### src/design/lru_pkg.sv
// Shared types and constants for the lru recency cache.
// No dependencies; imported by lru_cell and lru_recency_cache.
package lru_pkg;

    localparam int ID_W  = 31;
    localparam int POS_W = 3;

    typedef enum logic [1:0] {
        OP_HOLD,
        OP_UPDATE,
        OP_ROTATE
    } t_op;

    typedef enum logic [1:0] {
        S_IDLE,
        S_UPDATE,
        S_EMIT
    } t_state;

    // broadcast control from the sequencer to every cell of the chain
    typedef struct packed {
        t_op             op;
        logic [ID_W-1:0] id;
        logic            hit;
        logic            full;
        logic [ID_W-1:0] wrap_data;
    } t_cell_ctrl;

endpackage

### src/design/lru_recency_cache.sv
// Top level of the lru recency cache: sequencer, output register and cell chain.
// Depends on lru_pkg and lru_cell.
//
// Input channel: i_valid / o_stall carry one page id per word. Output channel:
// o_valid / i_stall carry one list entry per word, oldest first, with the hit
// and eviction flags of the reference and o_last_entry on the final word.
// A reference first updates the cell chain (compare in every cell, shift toward
// the oldest end), then emits its list entries one by one: for each entry, the
// chain rotates by one cell and the oldest id goes to the output register.
// The next id is taken in the cycle the final entry is loaded, so a new
// reference can start its update while that entry waits in the output register.
// An accepted id is registered, the chain updates in S_UPDATE, and the entries
// are loaded into the output register in S_EMIT.
// When the receiver stalls, the output register holds its word and the chain
// stops rotating; o_stall stays high until the final entry is loaded.
// Reset clears the valid bit of every cell and the occupancy, so the cache
// comes up empty and needs no clearing pass.
module lru_recency_cache #(
    parameter int CAPACITY = 5
) (
    input  logic                      i_clk,
    input  logic                      i_rst_n,
    input  logic                      i_valid,
    output logic                      o_stall,
    input  logic [lru_pkg::ID_W-1:0]  i_page_id,
    output logic                      o_valid,
    input  logic                      i_stall,
    output logic [lru_pkg::ID_W-1:0]  o_entry_id,
    output logic [lru_pkg::POS_W-1:0] o_position,
    output logic                      o_was_hit,
    output logic                      o_evicted_valid,
    output logic [lru_pkg::ID_W-1:0]  o_evicted_id,
    output logic                      o_last_entry
);
    import lru_pkg::*;

    localparam int CNT_W = $clog2(CAPACITY + 1);

    t_state           r_state;
    t_state           n_state;
    t_cell_ctrl       ctrl;
    logic [ID_W-1:0]  r_id;
    logic [CNT_W-1:0] r_pos;
    logic [CNT_W-1:0] r_occ;
    logic             r_hit;
    logic             r_ev_valid;
    logic [ID_W-1:0]  r_ev_id;

    logic             r_out_valid;
    logic [ID_W-1:0]  r_out_entry;
    logic [POS_W-1:0] r_out_pos;
    logic             r_out_hit;
    logic             r_out_ev_valid;
    logic [ID_W-1:0]  r_out_ev_id;
    logic             r_out_last;

    logic [ID_W-1:0]     cell_data  [CAPACITY];
    logic [CAPACITY-1:0] cell_valid;
    logic [CAPACITY-1:0] cell_match;

    logic hit;
    logic full;
    logic load;
    logic last;
    logic accept;

    assign hit    = cell_match[CAPACITY-1];
    assign full   = (r_occ == CNT_W'(CAPACITY));
    assign load   = (r_state == S_EMIT) && (!r_out_valid || !i_stall);
    assign last   = ((r_pos + CNT_W'(1)) == r_occ);
    assign o_stall = !((r_state == S_IDLE) || (load && last));
    assign accept = i_valid && !o_stall;

    always_comb begin
        n_state        = r_state;
        ctrl.op        = OP_HOLD;
        ctrl.id        = r_id;
        ctrl.hit       = hit;
        ctrl.full      = full;
        ctrl.wrap_data = cell_data[0];
        unique case (r_state)
            S_IDLE: begin
                if (accept) begin
                    n_state = S_UPDATE;
                end
            end
            S_UPDATE: begin
                ctrl.op = OP_UPDATE;
                n_state = S_EMIT;
            end
            S_EMIT: begin
                if (load) begin
                    ctrl.op = OP_ROTATE;
                    if (last) begin
                        n_state = accept ? S_UPDATE : S_IDLE;
                    end
                end
            end
            default: begin
                n_state = S_IDLE;
            end
        endcase
    end

    always_ff @(posedge i_clk) begin
        if (!i_rst_n) begin
            r_state     <= S_IDLE;
            r_occ       <= '0;
            r_pos       <= '0;
            r_out_valid <= 1'b0;
        end else begin
            r_state <= n_state;
            if (r_state == S_UPDATE) begin
                r_pos <= '0;
                if (!hit && !full) begin
                    r_occ <= r_occ + CNT_W'(1);
                end
            end else if (load) begin
                r_pos <= r_pos + CNT_W'(1);
            end
            if (load) begin
                r_out_valid <= 1'b1;
            end else if (!i_stall) begin
                r_out_valid <= 1'b0;
            end
        end
    end

    always_ff @(posedge i_clk) begin
        if (accept) begin
            r_id <= i_page_id;
        end
        if (r_state == S_UPDATE) begin
            r_hit      <= hit;
            r_ev_valid <= !hit && full;
            r_ev_id    <= (!hit && full) ? cell_data[0] : '0;
        end
        if (load) begin
            r_out_entry    <= cell_data[0];
            r_out_pos      <= POS_W'(r_pos);
            r_out_hit      <= r_hit;
            r_out_ev_valid <= r_ev_valid;
            r_out_ev_id    <= r_ev_id;
            r_out_last     <= last;
        end
    end

    for (genvar g = 0; g < CAPACITY; g++) begin : g_cell
        logic [ID_W-1:0] data_hi;
        logic            valid_hi;
        logic            valid_lo;
        logic            match_lo;

        if (g == CAPACITY - 1) begin : g_top
            assign data_hi  = '0;
            assign valid_hi = 1'b0;
        end else begin : g_mid
            assign data_hi  = cell_data[g+1];
            assign valid_hi = cell_valid[g+1];
        end

        if (g == 0) begin : g_bot
            assign valid_lo = 1'b1;
            assign match_lo = 1'b0;
        end else begin : g_up
            assign valid_lo = cell_valid[g-1];
            assign match_lo = cell_match[g-1];
        end

        lru_cell u_cell (
            .i_clk      (i_clk),
            .i_rst_n    (i_rst_n),
            .i_ctrl     (ctrl),
            .i_data_hi  (data_hi),
            .i_valid_hi (valid_hi),
            .i_valid_lo (valid_lo),
            .i_match_lo (match_lo),
            .o_data     (cell_data[g]),
            .o_valid    (cell_valid[g]),
            .o_match    (cell_match[g])
        );
    end

    assign o_valid         = r_out_valid;
    assign o_entry_id      = r_out_entry;
    assign o_position      = r_out_pos;
    assign o_was_hit       = r_out_hit;
    assign o_evicted_valid = r_out_ev_valid;
    assign o_evicted_id    = r_out_ev_id;
    assign o_last_entry    = r_out_last;

    // valid cells stay packed at the oldest end and match the occupancy
    a_occ_matches_cells: assert property (@(posedge i_clk) disable iff (!i_rst_n)
        $countones(cell_valid) == int'(r_occ))
        else $error("cell valid bits disagree with occupancy");

    a_occ_bounded: assert property (@(posedge i_clk) disable iff (!i_rst_n)
        r_occ <= CNT_W'(CAPACITY))
        else $error("occupancy above capacity");

    a_emit_nonempty: assert property (@(posedge i_clk) disable iff (!i_rst_n)
        (r_state == S_EMIT) |-> (r_occ != '0))
        else $error("emitting from an empty cache");

    a_hit_no_evict: assert property (@(posedge i_clk) disable iff (!i_rst_n)
        o_valid |-> !(o_was_hit && o_evicted_valid))
        else $error("hit and eviction on the same reference");

    a_update_follows_accept: assert property (@(posedge i_clk) disable iff (!i_rst_n)
        (i_valid && !o_stall) |=> (r_state == S_UPDATE))
        else $error("accepted word not followed by update");

endmodule

### src/design/lru_cell.sv
// One entry of the recency chain: holds an id and its valid bit.
// Depends on lru_pkg; instantiated in a row by lru_recency_cache.
module lru_cell (
    input  logic                   i_clk,
    input  logic                   i_rst_n,
    input  lru_pkg::t_cell_ctrl    i_ctrl,
    input  logic [lru_pkg::ID_W-1:0] i_data_hi,
    input  logic                   i_valid_hi,
    input  logic                   i_valid_lo,
    input  logic                   i_match_lo,
    output logic [lru_pkg::ID_W-1:0] o_data,
    output logic                   o_valid,
    output logic                   o_match
);
    import lru_pkg::*;

    logic [ID_W-1:0] r_data;
    logic [ID_W-1:0] n_data;
    logic            r_valid;
    logic            n_valid;
    logic            hit_here;
    logic            top;
    logic            shift;
    logic            first_free;

    assign hit_here   = r_valid && (r_data == i_ctrl.id);
    // match seen at or below this cell
    assign o_match    = i_match_lo | hit_here;
    assign top        = r_valid && !i_valid_hi;
    assign shift      = i_ctrl.hit ? o_match : i_ctrl.full;
    assign first_free = !r_valid && i_valid_lo;

    always_comb begin
        n_data  = r_data;
        n_valid = r_valid;
        unique case (i_ctrl.op)
            OP_UPDATE: begin
                if (shift) begin
                    n_data = top ? i_ctrl.id : i_data_hi;
                end else if (!i_ctrl.hit && !i_ctrl.full && first_free) begin
                    n_data  = i_ctrl.id;
                    n_valid = 1'b1;
                end
            end
            OP_ROTATE: begin
                // newest valid cell takes the oldest id back
                if (r_valid) begin
                    n_data = top ? i_ctrl.wrap_data : i_data_hi;
                end
            end
            default: begin
            end
        endcase
    end

    always_ff @(posedge i_clk) begin
        if (!i_rst_n) begin
            r_valid <= 1'b0;
        end else begin
            r_valid <= n_valid;
        end
    end

    always_ff @(posedge i_clk) begin
        r_data <= n_data;
    end

    assign o_data  = r_data;
    assign o_valid = r_valid;

endmodule

### config.mk
export PLATFORM = sky130hd
export DESIGN_NAME = lru_recency_cache
export DESIGN_NICKNAME = d
export VERILOG_FILES = /design/src/design/lru_pkg.sv /design/src/design/lru_recency_cache.sv /design/src/design/lru_cell.sv
export SDC_FILE = /design/constraint.sdc
export NUM_CORES = 1
export LEC_CHECK = 0
export BUFFER_PORTS_ARGS = -buffer_cell sky130_fd_sc_hd__buf_2
export CAP_MARGIN = 20
export CORE_MARGIN = 5
export CORE_UTILIZATION = 66
export CTS_BUF_LIST = sky130_fd_sc_hd__clkbuf_4
export DETAILED_ROUTE_END_ITERATION = 10
export MAX_ROUTING_LAYER = met4
export PLACE_DENSITY = 0.87
export SYNTH_ARGS = -nofsm -noshare
export SYNTH_HDL_FRONTEND = slang
export SYNTH_HIERARCHICAL = 1
export SYNTH_SLANG_ARGS = --single-unit
### constraint.sdc
create_clock -name i_clk -period 8.4 [get_ports i_clk]
set_clock_uncertainty 0.2 [all_clocks]
set_input_delay 0 -clock i_clk [delete_from_list [all_inputs] [get_ports i_clk]]
set_output_delay 0 -clock i_clk [all_outputs]
set_load 0.01 [all_outputs]
After elaboration in Yosys (flattened, before gate mapping). Cells that the tools add are included. W data, S select, Z words.

Bitwise operators: 10. Equality and inequality tests: 26. Reduce and logical (&&, ||, !) cells: 46. $add $sub $neg: 2. Muxes and demuxes: 43.

Operators by type and width (number): $mux W31 (24); $pmux W31 S2 (5); $eq A31 B31 Y1 (5); $reduce_and A3 Y1 (10); $logic_and A1 B1 Y1 (19); $ne A3 B1 Y1 const B (5); $ne A2 B1 Y1 const B (6); $logic_not A1 Y1 (10); $mux W1 (8); $mux W2 (4); $ne A2 B2 Y1 const B (4); $add A3 B1 Y3 const B (2); $not A1 Y1 (6); $pmux W2 S3 (1); $eq A2 B1 Y1 const B (2); $eq A2 B2 Y1 const B (2); $or A1 B1 Y1 (4); $pmux W2 S2 (1); $reduce_and A4 Y1 (1); $eq A3 B3 Y1 (1); $eq A3 B3 Y1 const B (1); $logic_not A2 Y1 (1); $logic_or A1 B1 Y1 (2); $reduce_and A2 Y1 (1); other kinds (2) (2).

Register bits after elaboration: 301. Output and inout port bits: 70. Word-level logic and storage cells: 151. Input port bits: 35.

Depth between registers and ports, before layout. Gate-level depths: netlist (run 1).

Depth after elaboration: 12. Depth in mapped cells: 15. Gate-level depth less buffers: 14.

Cells and area by module. Netlist (run 1), hierarchy kept.

By module, submodules not included: lru_cell (sequential area each 950.9 um^2, times used 5, area each 2133.3 um^2, cells each 172); lru_recency_cache (sequential area each 4144.0 um^2, times used 1, area each 4767.1 um^2, cells each 229).

Worst setup path before layout (run 1). Ideal clock, no wire load.

Kind: flip-flop to flip-flop. Start: reg r_state[0]. End: reg r_id[0], enable pin. Cell stages (with the launch flop): 6. Setup time: 419 ps. Path buffers: 0. Path slack: 3283 ps. Arrival time: 4498 ps. Clock period less this slack: 5117 ps. Data required time: 7781 ps. Cells stage by stage: dfxtp_1 > inv_1 > ha_1 > a21boi_2 > a21oi_1 > nor2_1.

Word-level cells in the longest chain between the ends: 5. Elaborated cells between the ends (all ways): 6. Classes of those cells: eq/ne: 1; reduce/logical: 5.

RTL lines: from (decl) (line lru_recency_cache.sv:39) `t_state r_state;`; from (signal assigned) (line lru_recency_cache.sv:112) `r_state <= n_state;`; $eq A2 B2 Y1 (line lru_recency_cache.sv:69) `assign load = (r_state == S_EMIT) && (!r_out_valid || !i_stall);`; $logic_and A1 B1 Y1 (line lru_recency_cache.sv:69); named net load (line lru_recency_cache.sv:63) `logic load;`; $logic_and A1 B1 Y1 (line lru_recency_cache.sv:71) `assign o_stall = !((r_state == S_IDLE) || (load && last));`; $logic_or A1 B1 Y1 (line lru_recency_cache.sv:71); $logic_and A1 B1 Y1 (line lru_recency_cache.sv:72) `assign accept = i_valid && !o_stall;`; named net accept (line lru_recency_cache.sv:65) `logic accept;`; to (signal assigned) (line lru_recency_cache.sv:131) `r_id <= i_page_id;`; to (decl) (line lru_recency_cache.sv:42) `logic [ID_W-1:0] r_id;`.

The timed path passes the listed nets, and every way through them passes these cells. A chain may end at the register's enable or synchronous reset.

==> impl_summary.txt, run 1 <==
----------------------------------------------------
[Outcome]
  Outcome ... completed

[Timing]
  Worst Setup Slack, final ... 3400 ps
  Minimum period implied by the final worst setup slack ... around 5000 ps
  Setup violators final ... 0
  Pin slew with the least headroom to its limit ... between 1000 and 1500 ps
  Final number of max-transition violations ... 0
  Rel. slew slack ... approximately a quarter
  Final Hold Vio Count ... 0
  RSZ-0062 raised after global routing ... no
  Maximum clock frequency ... between 200 and 250 MHz
  Final total negative setup slack ... 0 ps
  Final period util ... 59.5%

[CTS]
  Number of H-tree levels ... 3
  CTS tree ... yes
  TritonCTS Sinks ... 301
  Root Buffer Master ... sky130_fd_sc_hd__clkbuf_4
  Post-CTS setup repair buffer count ... 0
  Number of buffers added by the clock tree synthesis step ... between 70 and 80
  Worst-Skew Late Latency ... ~700 ps
  Clock-pin slew of the registers on the worst-case setup and hold paths ... 70 ps
  Clock buffer depth ... 3

[Die]
  Placement row count ... 56
  Top-level I/O count ... ~110
  Floorplan die height ... between 150 and 200 µm
  Initial Util ... 66.3%
  Overall die width ... around 160 µm
  Std-Cell Core Area ... 23,300 µm²
  Floorplan die area ... about 27,000 µm²

[Synth]
  Total number of yosys warnings ... 6
  Proportion of synthesized flip-flops having asynchronous set or reset ... 0%
  Synthesized cell area ... 15,400 µm²
  Count of different cell masters after synthesis ... between 40 and 50
  Sequential element share of the synthesized area ... 57.7%
  Most common flop cell mapped by yosys ... sky130_fd_sc_hd__edfxtp_1
  Syn Inst Count ... 1,089
  Synth Register Bits ... 301
  Number of flops mapped to enable cells by yosys ... 287
  Post-Synthesis Mean Instance Area ... ~14 µm²

[Critical path]
  Slowest stage delay, CP ... 910 ps
  Sequence of cells on the critical path ... xor2_1, nor4_1, nand4_1, or4_4, or2b_1, or2b_1, or2b_1, or2b_1, or2b_1, or2_2, a31o_2
  Start of the worst register-to-register path ... r_id[6]
  End of the worst register-to-register path ... g_cell[2].u_cell/o_data[6]
  CP Launch Type ... register
  Slowest cell on crit path ... sky130_fd_sc_hd__a31o_2
  Buffers and inverters on the worst path ... 0
  Worst setup path class ... register to register
  Kind of capture point of the worst setup path ... register
  Data required time at the worst endpoint ... 8490 ps
  Crit-path leading delay family ... simple AND/OR/NAND/NOR gates
  Critical path peak fanout ... 31
  FF-to-FF path depth ... 11
  Data arrival time of the critical path ... 5090 ps
  Cell with the most instances on the worst path ... sky130_fd_sc_hd__or2b_1
  Setup slack of the worst register-to-register path ... between 3000 and 4000 ps
  First element of the critical path ... r_id[6]
  WP depth ... 11

[GRT]
  Total congestion overflow ... 0
  Number of antenna violations at the first check in global routing ... 2
  Wire length of the first global-routing pass ... around 65 mm
  Pin count of the biggest net entering global routing ... 74
  Vias in the first global route ... 11,610
  Global-route usage over all layers ... approximately 33%

[Hold path]
  Start point of the worst min-delay path ... i_stall
  Hold Crit Endpoint ... o_valid
  Cells on Worst Hold Path ... 4
  Type of the tightest min-delay check ... input port to register

[Placement]
  Placed standard-cell area ... approximately 16,000 µm²
  Half-perimeter wire length after detailed placement ... roughly 24 mm
  IO buf count ... roughly 100
  Global placer's final weighted congestion ... roughly 0.94
  Worst slack at placement ... 3550 ps

[Pwr]
  Max rail drop VDD ... between 0.1 and 0.15 mV
  Total power density per cell area ... around 210 nW/µm²
  Lkg Pwr ... between 6 and 7 nW

[Layout]
  Final instance area ... approximately 18,000 µm²
  Net count, final ... 1,368
  Layout filler cell count ... between 1,000 and 1,500
  Fraction of final layout cells sized beyond drive strength 1 ... between 30 and 40%
  Layout Area Growth over Synthesis ... 16.7%

[Route]
  Total vias in the final route ... 11,542
  Post-detailed-route DRC marker count ... 0
  Post-route antenna net violation count ... 0
  Routed WL ... roughly 42 mm
  Total iterations of the first detailed-routing run ... 8
  Vias per std cell ... around 6.8
  Wire per inst ... about 25 µm
  Detailed router's first-iteration violation count ... about 1,600

[Job]
  Maxcap violations ... 0

----------------------------------------------------
-- metal layers --
layer | wire length (µm) | part of all wire, % | GRT usage [%] | vias up
met2 | 19800 | 47 | 50.9 | 864
met5 | 0 | 0 | - | -
met3 | 5140 | 12 | 7.72 | 127
met4 | 1480 | 3.5 | 12.7 | 0
li1 | - | - | - | 4977
met1 | 16100 | 38 | 42.3 | 5574
-- stage by stage --
stage	hold slack, ps	util, %	cells	total power, W
CTS	13.2	77.3	1704	0.00375
detailed placement	-21.9	70.0	1496	0.00245
floorplan	-101	-	1125	0.00228
global route	77.0	77.4	1707	0.00391
finish	44.2	77.4	1707	0.00376
global placement	-22.9	70.0	1496	0.00243
-- layout make-up --
class	count	area, µm²	area share [%]
Antenna cell	2	5.00	0.0278
Clock buffer	122	916	5.08
Clock inverter	18	97.6	0.542
Inverter	11	41.3	0.229
Multi-Input combinational cell	744	6310	35.0
Sequential cell	301	8900	49.4
Tap cell	319	399	2.22
Timing Repair Buffer	190	1350	7.49
-- cells in the mapped netlist (6+ instances only) --
cell                       number  share of area [%]
sky130_fd_sc_hd__o221a_2      155                 11
sky130_fd_sc_hd__a31oi_1       10               0.41
sky130_fd_sc_hd__ha_1           7               0.57
sky130_fd_sc_hd__nor2_1        15               0.36
sky130_fd_sc_hd__xor2_1       153                8.7
sky130_fd_sc_hd__inv_1         11               0.27
sky130_fd_sc_hd__nand2b_1       6               0.24
sky130_fd_sc_hd__clkbuf_1      54                1.3
sky130_fd_sc_hd__nand2_1       31               0.75
sky130_fd_sc_hd__nor2b_1       12               0.49
sky130_fd_sc_hd__nor4_1        30                1.2
sky130_fd_sc_hd__nand4_1       10               0.41
sky130_fd_sc_hd__buf_6         15                1.1
sky130_fd_sc_hd__edfxtp_1     287                 56
sky130_fd_sc_hd__xnor2_1        7               0.40
sky130_fd_sc_hd__o21ai_0       10               0.32
sky130_fd_sc_hd__o22a_1       150                8.5
sky130_fd_sc_hd__and2_1        34                1.4
sky130_fd_sc_hd__a21oi_1        8               0.26
sky130_fd_sc_hd__dfxtp_1       14                1.8
-- timing repair --
item,4_1_cts,5_1_grt
hold buffers,68,0
hold endpoints to repair,76,0
setup endpoints to repair,0,0
resized for setup,0,0
-- worst max-delay path by stage --
stage	endpoint
finish	g_cell[2].u_cell/o_data[6]
global placement	g_cell[2].u_cell/o_data[19]
CTS	g_cell[2].u_cell/o_data[17]
global route	g_cell[0].u_cell/o_data[24]
floorplan	r_id[0]
detailed placement	g_cell[2].u_cell/o_data[7]
-- placed cells by master (no fill, tap or decap), types with 7 or more instances in the layout --
cell type,netlist,routed
sky130_fd_sc_hd__o21ai_0,10,10
sky130_fd_sc_hd__inv_1,11,11
sky130_fd_sc_hd__clkbuf_4,0,122
sky130_fd_sc_hd__and2_1,34,34
sky130_fd_sc_hd__nand2_1,31,31
sky130_fd_sc_hd__nand4_1,10,10
sky130_fd_sc_hd__xnor2_1,7,7
sky130_fd_sc_hd__nor2_1,15,14
sky130_fd_sc_hd__o221a_2,155,155
sky130_fd_sc_hd__dlygate4sd3_1,0,68
sky130_fd_sc_hd__buf_4,0,17
sky130_fd_sc_hd__xor2_1,153,153
sky130_fd_sc_hd__nor4_1,30,30
sky130_fd_sc_hd__a21oi_1,8,8
sky130_fd_sc_hd__o22a_1,150,150
sky130_fd_sc_hd__nor2b_1,12,12
sky130_fd_sc_hd__clkinv_1,0,12
sky130_fd_sc_hd__buf_2,0,104
sky130_fd_sc_hd__dfxtp_1,14,14
sky130_fd_sc_hd__edfxtp_1,287,287
sky130_fd_sc_hd__conb_1,2,38
-- registers in the layout (all words and copies together) (netlist names), 2 cells and up --
register               cells
r_pos                      3
r_ev_id                   31
o_entry_id                31
r_state                    2
r_occ                      3
g_cell.u_cell/o_valid      5
g_cell.u_cell/o_data     155
o_evicted_id              31
r_id                      31
o_position                 3
-- report_power, final --
| group | total, W | switching, W | internal (W) |
|---|---|---|---|
| clock network | 0.00129 | 0.000598 | 0.000690 |
| registers | 0.00194 | 0.000154 | 0.00179 |
| logic | 0.000527 | 0.000278 | 0.000249 |
| total | 0.00376 | 0.00103 | 0.00273 |
-- cell families after synthesis --
kind of cell | synth area share, %
flops | 57.7
simple gates | 7.52
xor+xnor | 9.24
mux | 0.130
other cells | 0.0487
compound gates | 22.2
fa+ha+maj | 0.567
buf+inv | 2.68
-- worst reg2reg max path: cells and delay by family (launching register included) --
| family | cells | cell delay, ps |
|---|---|---|
| and+or+nand+nor | 9 | 2590 |
| AOI/OAI and AO/OA | 1 | 910 |
| DFF | 1 | 650 |
| xor gates and xnor gates | 1 | 250 |
Power figures use the tool's default switching activity.
==> run 2, diff against run 1 <==
--- a/config.mk
+++ b/config.mk
@@ -8,11 +8,11 @@
 export BUFFER_PORTS_ARGS = -buffer_cell sky130_fd_sc_hd__buf_2
 export CAP_MARGIN = 20
 export CORE_MARGIN = 5
-export CORE_UTILIZATION = 66
+export CORE_UTILIZATION = 57
 export CTS_BUF_LIST = sky130_fd_sc_hd__clkbuf_4
 export DETAILED_ROUTE_END_ITERATION = 10
 export MAX_ROUTING_LAYER = met4
-export PLACE_DENSITY = 0.87
+export PLACE_DENSITY = 0.8
 export SYNTH_ARGS = -nofsm -noshare
 export SYNTH_HDL_FRONTEND = slang
 export SYNTH_HIERARCHICAL = 1
==> constraint.sdc (replaced) <==
create_clock -name i_clk -period 4.1 [get_ports i_clk]
set_clock_uncertainty 0.2 [all_clocks]
set_input_delay 0 -clock i_clk [delete_from_list [all_inputs] [get_ports i_clk]]
set_output_delay 0 -clock i_clk [all_outputs]
set_load 0.01 [all_outputs]
==> impl_summary.txt, run 2 (synthesized netlist as in run 1, its figures left out) <==
----------------------------------------------------
[Die]
  Overall die width ... 175 µm (was 163 µm)
  Placement row count ... 60 (was 56)
  Initial Util ... 57.6% (was 66.3%)
  Floorplan die height ... 175 µm (was 163 µm)
  Floorplan die area ... 30,500 µm² (was 26,500 µm²)
  Top-level I/O count ... 105 (unchanged)
  Std-Cell Core Area ... 26,800 µm² (was 23,300 µm²)

[Hold path]
  Type of the tightest min-delay check ... input port to register (unchanged)

[Timing]
  Final Hold Vio Count ... 0 (unchanged)
  Rel. slew slack ... 34.8% (was 24.1%)
  Final number of max-transition violations ... 0 (unchanged)
  Minimum period implied by the final worst setup slack ... 4100 ps (was 5000 ps)
  Setup violators final ... 2 (was 0)
  Worst hold slack after final layout ... 148 ps (was 44.2 ps)
  Worst Setup Slack, final ... -2.48 ps (was 3400 ps)
  Final total negative setup slack ... -3.88 ps (was 0 ps)
  Pin slew with the least headroom to its limit ... 978 ps (was 1140 ps)
  Final period util ... 100% (was 59.5%)
  Maximum clock frequency ... 244 MHz (was 200 MHz)

[Pwr]
  Total power density per cell area ... 407 nW/µm² (was 209 nW/µm²)
  Max rail drop VDD ... 0.269 mV (was 0.121 mV)
  Lkg Pwr ... 7.25 nW (was 6.25 nW)
  Overall Power ... 0.00812 W (was 0.00376 W)

[GRT]
  Wire length of the first global-routing pass ... 70.4 mm (was 65.0 mm)
  Number of antenna violations at the first check in global routing ... 4 (was 2)
  Pin count of the biggest net entering global routing ... 74 (unchanged)
  Global-route usage over all layers ... 30.9% (was 32.7%)
  Total congestion overflow ... 0 (unchanged)
  Vias in the first global route ... 12,150 (was 11,610)

[Job]
  Maxcap violations ... 0 (unchanged)

[Route]
  Detailed router's first-iteration violation count ... 1,801 (was 1,581)
  Wire per inst ... 26.1 µm (was 24.9 µm)
  Post-route antenna net violation count ... 0 (unchanged)
  Vias per std cell ... 6.60 (was 6.76)
  Total vias in the final route ... 12,501 (was 11,542)
  Total iterations of the first detailed-routing run ... 5 (was 8)
  Routed WL ... 49.4 mm (was 42.4 mm)
  Post-detailed-route DRC marker count ... 0 (unchanged)

[CTS]
  Worst-Skew Late Latency ... 730 ps (was 700 ps)
  Clock buffer depth ... 3 (unchanged)
  Clock-pin slew of the registers on the worst-case setup and hold paths ... 70 ps (about the same)
  Root Buffer Master ... sky130_fd_sc_hd__clkbuf_4 (unchanged)
  CTS tree ... yes (unchanged)
  Number of H-tree levels ... 3 (unchanged)
  TritonCTS Sinks ... 301 (unchanged)
  Number of buffers added by the clock tree synthesis step ... 79 (was 78)

[Critical path]
  Data arrival time of the critical path ... 4350 ps (was 5090 ps)
  CP Launch Type ... register (unchanged)
  Worst setup path class ... register to register (unchanged)
  Slowest cell on crit path ... sky130_fd_sc_hd__or4_4 (was sky130_fd_sc_hd__a31o_2)
  Data required time at the worst endpoint ... 4350 ps (was 8490 ps)
  Critical path peak fanout ... 6 (was 31)
  Cell with the most instances on the worst path ... sky130_fd_sc_hd__or2b_1 (unchanged)
  Buffers and inverters on the worst path ... 5 (was 0)
  Kind of capture point of the worst setup path ... register (unchanged)
  Slowest stage delay, CP ... 610 ps (was 910 ps)
  Crit-path leading delay family ... simple AND/OR/NAND/NOR gates (unchanged)
  Sequence of cells on the critical path ... buf_6, xor2_1, nor4_2, nand4_1, or4_4, or2b_1, or2b_1, or2b_1, buf_6, clkbuf_2, or2_4, a31oi_4, buf_12, clkbuf_16, o221a_2 (was xor2_1, nor4_1, nand4_1, or4_4, or2b_1, or2b_1, or2b_1, or2b_1, or2b_1, or2_2, a31o_2)

[Layout]
  Fraction of final layout cells sized beyond drive strength 1 ... 40.5% (was 32.7%)
  Layout filler cell count ... 1,727 (was 1,443)
  Final Instance Count excl. Fillers ... 1,893 (was 1,707)
  Net count, final ... 1,529 (was 1,368)
  Layout Area Growth over Synthesis ... 29.2% (was 16.7%)
  Area used by multi-input combinational logic ... 6500 µm² (was 6310 µm²)
  Most common library cell in the layout ignoring fill and taps ... sky130_fd_sc_hd__edfxtp_1 (unchanged)
  Seq. cell area ... 8900 µm² (unchanged)
  Flip-flop count of the largest register, all copies and words added ... 155 (unchanged)
  Commonest cells after routing, fill and taps aside ... sky130_fd_sc_hd__edfxtp_1, sky130_fd_sc_hd__xor2_1, sky130_fd_sc_hd__o221a_2 (was sky130_fd_sc_hd__edfxtp_1, sky130_fd_sc_hd__o221a_2, sky130_fd_sc_hd__xor2_1)

[Placement]
  IO buf count ... 104 (unchanged)
  Global placer's final weighted congestion ... 0.958 (was 0.942)
  Placed insts ... 1,652 (was 1,496)
  Half-perimeter wire length after detailed placement ... 29.4 mm (was 24.1 mm)

[Outcome]
  Violations in the final reports ... negative setup slack
  Outcome ... complete, but fails checks (was completed)

----------------------------------------------------
## run 2: changes by cell type in the layout (fill, tap and decap cells not counted), sizes merged
cell         before  now
clkinvlp          0    2
diode             2    3
inv              13   12
clkinv           15   27
buf             122  268
clkbuf          122  121
bufinv            1    2
dlygate4sd3      68   72
## run 2: final timing paths
| check | from | endpoint | slack [ps] | depth (start not counted) |
|---|---|---|---|---|
| setup / recovery | r_id[10] | g_cell[0].u_cell/o_data[25] | -2 | 15 |
| hold / removal | i_valid | r_state[1] | 150 | 5 |
| setup reg to reg | r_id[10] | g_cell[0].u_cell/o_data[25] | -2 | 15 |
| hold reg to reg | r_ev_id[12] | o_evicted_id[12] | 210 | 0 |
## run 2: cell type report
type                            count  area share (%)
Clock inverter                     32           0.985
Tap cell                          341            2.14
Timing Repair Buffer              350            15.3
Antenna cell                        3          0.0376
Sequential cell                   301            44.6
Inverter                           11           0.207
Clock buffer                      111            4.18
Multi-Input combinational cell    744            32.6
## run 2: through the flow
stage,utilization [%],cell area (µm²),setup WS [ps]
6_report,74.4,19900,-2.48
4_1_cts,72.3,19400,36.9
2_1_floorplan,-,15600,136
3_3_place_gp,65.7,17600,32.7
5_1_grt,74.4,19900,-77.1
3_5_place_dp,65.7,17600,-103
## run 2: layer usage
metal / track usage (%) / wire length (µm)
met5: - / 0
met4: 11.9 / 2100
met3: 8.20 / 7010
met2: 45.5 / 21900
met1: 41.3 / 18400
## run 2: timing repair
item,CTS,global route
gates resized for setup,3,52
hold buffers,72,0
endpoints found under the hold margin,99,0
pin swaps,0,19
setup endpoints to repair,187,293
buffers inserted,0,11
cloned,0,13
## run 2: tightest hold or removal path: cells and delay by family
family,cells,cell delay (ps)
compound gates,1,170
buf+inv,3,700
mux,1,100
## run 2: power breakdown
part	internal (W)	switching, W	leakage [nW]
sequential	0.00366	0.000130	2.76
combinational	0.000741	0.000902	3.89
clock	0.00139	0.00130	0.603
==> run 3, diff against run 2 <==
--- a/config.mk
+++ b/config.mk
@@ -7,13 +7,14 @@
 export LEC_CHECK = 0
 export BUFFER_PORTS_ARGS = -buffer_cell sky130_fd_sc_hd__buf_2
 export CAP_MARGIN = 20
+export CELL_PAD_IN_SITES_DETAIL_PLACEMENT = 0
+export CELL_PAD_IN_SITES_GLOBAL_PLACEMENT = 2
 export CORE_MARGIN = 5
-export CORE_UTILIZATION = 57
+export CORE_UTILIZATION = 40
 export CTS_BUF_LIST = sky130_fd_sc_hd__clkbuf_4
 export DETAILED_ROUTE_END_ITERATION = 10
 export MAX_ROUTING_LAYER = met4
 export PLACE_DENSITY = 0.8
 export SYNTH_ARGS = -nofsm -noshare
 export SYNTH_HDL_FRONTEND = slang
-export SYNTH_HIERARCHICAL = 1
 export SYNTH_SLANG_ARGS = --single-unit
==> impl_summary.txt, run 3 <==
----------------------------------------------------
[Layout]
  Layout Area Growth over Synthesis ... 20.7% (was 29.2%)
  Most common library cell in the layout ignoring fill and taps ... sky130_fd_sc_hd__edfxtp_1 (unchanged)
  Fraction of final layout cells sized beyond drive strength 1 ... 28.6% (was 40.5%)
  Commonest cells after routing, fill and taps aside ... sky130_fd_sc_hd__edfxtp_1, sky130_fd_sc_hd__clkbuf_4, sky130_fd_sc_hd__xnor2_1 (was sky130_fd_sc_hd__edfxtp_1, sky130_fd_sc_hd__xor2_1, sky130_fd_sc_hd__o221a_2)
  Net count, final ... 1,391 (was 1,529)
  Flip-flop count of the largest register, all copies and words added ... 155 (unchanged)

[Synth]
  Synthesized cell area ... 14,700 µm² (was 15,400 µm²)
  Top area cells in the synthesized netlist ... sky130_fd_sc_hd__edfxtp_1, sky130_fd_sc_hd__xnor2_1, sky130_fd_sc_hd__o221a_2 (was sky130_fd_sc_hd__edfxtp_1, sky130_fd_sc_hd__o221a_2, sky130_fd_sc_hd__xor2_1)
  Commonest cells post-synth ... sky130_fd_sc_hd__edfxtp_1, sky130_fd_sc_hd__xnor2_1, sky130_fd_sc_hd__nand2_1 (was sky130_fd_sc_hd__edfxtp_1, sky130_fd_sc_hd__o221a_2, sky130_fd_sc_hd__xor2_1)
  Count of different cell masters after synthesis ... 56 (was 44)
  Number of flops mapped to enable cells by yosys ... 287 (unchanged)
  Synth Register Bits ... 301 (unchanged)
  Total number of yosys warnings ... 0 (was 6)
  Most common flop cell mapped by yosys ... sky130_fd_sc_hd__edfxtp_1 (unchanged)
  Top cell type's share of synthesized area ... 58.8% (was 55.8%)
  Proportion of synthesized flip-flops having asynchronous set or reset ... 0% (unchanged)
  Most common cell in the synthesized netlist ... sky130_fd_sc_hd__edfxtp_1 (unchanged)
  Area leader, netlist ... sky130_fd_sc_hd__edfxtp_1 (unchanged)
  Sequential element share of the synthesized area ... 60.7% (was 57.7%)
  Synth Net Count ... between 1,000 and 1,500
  Post-Synthesis Mean Instance Area ... 13.2 µm² (was 14.2 µm²)
  Syn Inst Count ... 1,112 (was 1,089)

[Placement]
  Global placer's final weighted congestion ... 0.982 (was 0.958)
  IO buf count ... 104 (unchanged)
  Half-perimeter wire length after detailed placement ... 33.5 mm (was 29.4 mm)
  Worst slack at placement ... 277 ps (was -103 ps)

[Pwr]
  Sw Ratio ... 33.8% (was 28.7%)
  Gate power share ... 26.5% (was 20.2%)
  Total power density per cell area ... 549 nW/µm² (was 407 nW/µm²)
  Cell internal pwr ... 0.00643 W (was 0.00579 W)
  Max rail drop VDD ... 0.251 mV (was 0.269 mV)
  Lkg Pwr ... 6.09 nW (was 7.25 nW)
  Clock network fraction of design power ... 26.4% (was 33.1%)
  Sequential share of power ... 47.0% (was 46.6%)
  Sw power ... 0.00329 W (was 0.00233 W)

[Timing]
  RSZ-0062 raised after global routing ... no
  Rel. slew slack ... 40.2% (was 34.8%)
  Maximum clock frequency ... 257 MHz (was 244 MHz)
  Final Hold Vio Count ... 0 (unchanged)
  Minimum period implied by the final worst setup slack ... 3890 ps (was 4100 ps)
  Final total negative setup slack ... 0 ps (was -3.88 ps)
  Setup violators final ... 0 (was 2)
  Pin slew with the least headroom to its limit ... 897 ps (was 978 ps)
  Worst Setup Slack, final ... 212 ps (was -2.48 ps)
  Final period util ... 94.8% (was 100%)
  Final number of max-transition violations ... 0 (unchanged)

[Outcome]
  Outcome ... completed (was complete, but fails checks)

[CTS]
  TritonCTS Sinks ... 301 (unchanged)
  Number of H-tree levels ... 3 (unchanged)
  Worst-Skew Late Latency ... 790 ps (was 730 ps)
  Post-CTS setup repair buffer count ... 0 (unchanged)
  Number of buffers added by the clock tree synthesis step ... 82 (was 79)
  Number of gates resized after CTS ... 0 (was 3)
  Clock buffer depth ... 3 (unchanged)
  Number of hold buffers added after cts ... 70 (was 72)
  Root Buffer Master ... sky130_fd_sc_hd__clkbuf_4 (unchanged)
  CTS tree ... yes (unchanged)
  Clock-pin slew of the registers on the worst-case setup and hold paths ... 60 ps (was 70 ps)

[Critical path]
  Sequence of cells on the critical path ... xnor2_1, nand4_1, or4_1, o22ai_1, a211o_2, o211ai_1, and4b_1, or3_1, buf_4 (was buf_6, xor2_1, nor4_2, nand4_1, or4_4, or2b_1, or2b_1, or2b_1, buf_6, clkbuf_2, or2_4, a31oi_4, buf_12, clkbuf_16, o221a_2)
  Crit-path leading delay family ... simple AND/OR/NAND/NOR gates (unchanged)
  End of the worst register-to-register path ... g_cell[0].u_cell.o_data[4] (was g_cell[0].u_cell/o_data[25])
  Critical path peak fanout ... 19 (was 6)
  FF-to-FF path depth ... 9 (was 15)
  Data required time at the worst endpoint ... 4360 ps (was 4350 ps)
  Buffers and inverters on the worst path ... 1 (was 5)
  Kind of capture point of the worst setup path ... register (unchanged)
  Data arrival time of the critical path ... 4150 ps (was 4350 ps)
  Slowest cell on crit path ... sky130_fd_sc_hd__edfxtp_1 (was sky130_fd_sc_hd__or4_4)
  Slowest stage delay, CP ... 570 ps (was 610 ps)
  Start of the worst register-to-register path ... r_id[26] (was r_id[10])
  Setup slack of the worst register-to-register path ... 210 ps (was -2 ps)
  Worst setup path class ... register to register (unchanged)
  CP Launch Type ... register (unchanged)

[Hold path]
  Cells on Worst Hold Path ... 8 (was 5)
  Hold Crit Endpoint ... r_state[1] (unchanged)
  Type of the tightest min-delay check ... input port to register (unchanged)
  Start point of the worst min-delay path ... i_stall (was i_valid)

[Die]
  Initial Util ... 40.3% (was 57.6%)
  Floorplan die height ... 202 µm (was 175 µm)
  Std-Cell Core Area ... 36,400 µm² (was 26,800 µm²)
  Overall die width ... 202 µm (was 175 µm)
  Floorplan die area ... 40,600 µm² (was 30,500 µm²)
  Top-level I/O count ... 105 (unchanged)
  Placement row count ... 70 (was 60)

[GRT]
  Wire length of the first global-routing pass ... 69.8 mm (was 70.4 mm)
  Total congestion overflow ... 0 (unchanged)
  Global-route usage over all layers ... 23.8% (was 30.9%)
  Pin count of the biggest net entering global routing ... 101 (was 74)
  Number of antenna violations at the first check in global routing ... 4 (unchanged)
  Vias in the first global route ... 10,416 (was 12,150)

[Route]
  Total vias in the final route ... 10,688 (was 12,501)
  Total iterations of the first detailed-routing run ... 5 (unchanged)
  Detailed router's first-iteration violation count ... 1,013 (was 1,801)
  Post-route antenna net violation count ... 0 (unchanged)
  Vias per std cell ... 5.70 (was 6.60)
  Wire per inst ... 25.3 µm (was 26.1 µm)
  Post-detailed-route DRC marker count ... 0 (unchanged)
  Routed WL ... 47.4 mm (was 49.4 mm)

[Job]
  Maxcap violations ... 0 (unchanged)

----------------------------------------------------
[run 3: cells by family after synthesis]
| logic type | count (synthesis) | synth area share (%) |
|---|---|---|
| buffers and inverters | 97 | 3.32 |
| multiplexers | 35 | 3.42 |
| AO/OA/AOI/OAI | 195 | 10.3 |
| AND/OR/NAND/NOR | 317 | 12.2 |
| adder cells (fa/ha/maj) | 8 | 0.682 |
| flip-flops | 301 | 60.7 |
| XOR/XNOR | 159 | 9.49 |
[run 3: power groups by stage]
stage,logic [W],clock network (W),registers (W)
6_report,0.00258,0.00257,0.00457
5_1_grt,0.00273,0.00282,0.00463
4_1_cts,0.00256,0.00265,0.00457
3_5_place_dp,0.00250,0,0.00463
3_3_place_gp,0.00250,0,0.00462
2_1_floorplan,0.00156,0,0.00445
[run 3: worst max-delay path by stage]
stage | start | slack [ps] | to | cells after the start
6_report | r_id[26] | 210 | g_cell[0].u_cell.o_data[4] | 9
5_1_grt | r_id[26] | 100 | g_cell[0].u_cell.o_data[9] | 9
4_1_cts | r_id[17] | 240 | g_cell[2].u_cell.o_data[9] | 10
3_5_place_dp | r_id[26] | 280 | g_cell[0].u_cell.o_data[18] | 9
3_3_place_gp | r_id[17] | 190 | g_cell[2].u_cell.o_data[22] | 10
2_1_floorplan | r_state[0] | 130 | r_state[0] | 9
[run 3: per-stage QoR]
step                instance area [µm²]  util, %  hold WS [ps]  total power [W]  instances
floorplan                         14700        -          -101          0.00601       1112
global placement                  16000     43.9         -23.9          0.00712       1662
detailed placement                16000     43.9         -21.9          0.00713       1662
CTS                               17700     48.6          90.9          0.00978       1871
global route                      17700     48.6           225           0.0102       1875
finish                            17700     48.6           171          0.00972       1875
[run 3: worst reg2reg max path: cells and delay by family, from the launching register on]
family / cells / cell delay [ps]
compound gates: 3 / 790
xor+xnor: 1 / 510
simple gates: 4 / 1260
buf+inv: 1 / 250
flops: 1 / 570
[run 3: per-layer routing]
| metal | wire, µm | part of all wire [%] | GRT usage, % | vias to the layer above |
|---|---|---|---|---|
| met5 | 0 | 0 | - | - |
| met2 | 21200 | 45 | 34.9 | 519 |
| li1 | - | - | - | 4804 |
| met3 | 3800 | 8.0 | 5.82 | 104 |
| met4 | 1560 | 3.3 | 8.35 | 0 |
| met1 | 20800 | 44 | 32.4 | 5261 |
[run 3: area by class of cell]
class / count / area [µm²]
fillers: 3286 / 18700
flip-flops and latches: 301 / 8900
multi-input cells: 714 / 5370
repair buffers: 240 / 1830
clock buffers: 117 / 878
well taps: 468 / 586
clock inverters: 22 / 104
inverters: 9 / 33.8
diodes: 4 / 10.0
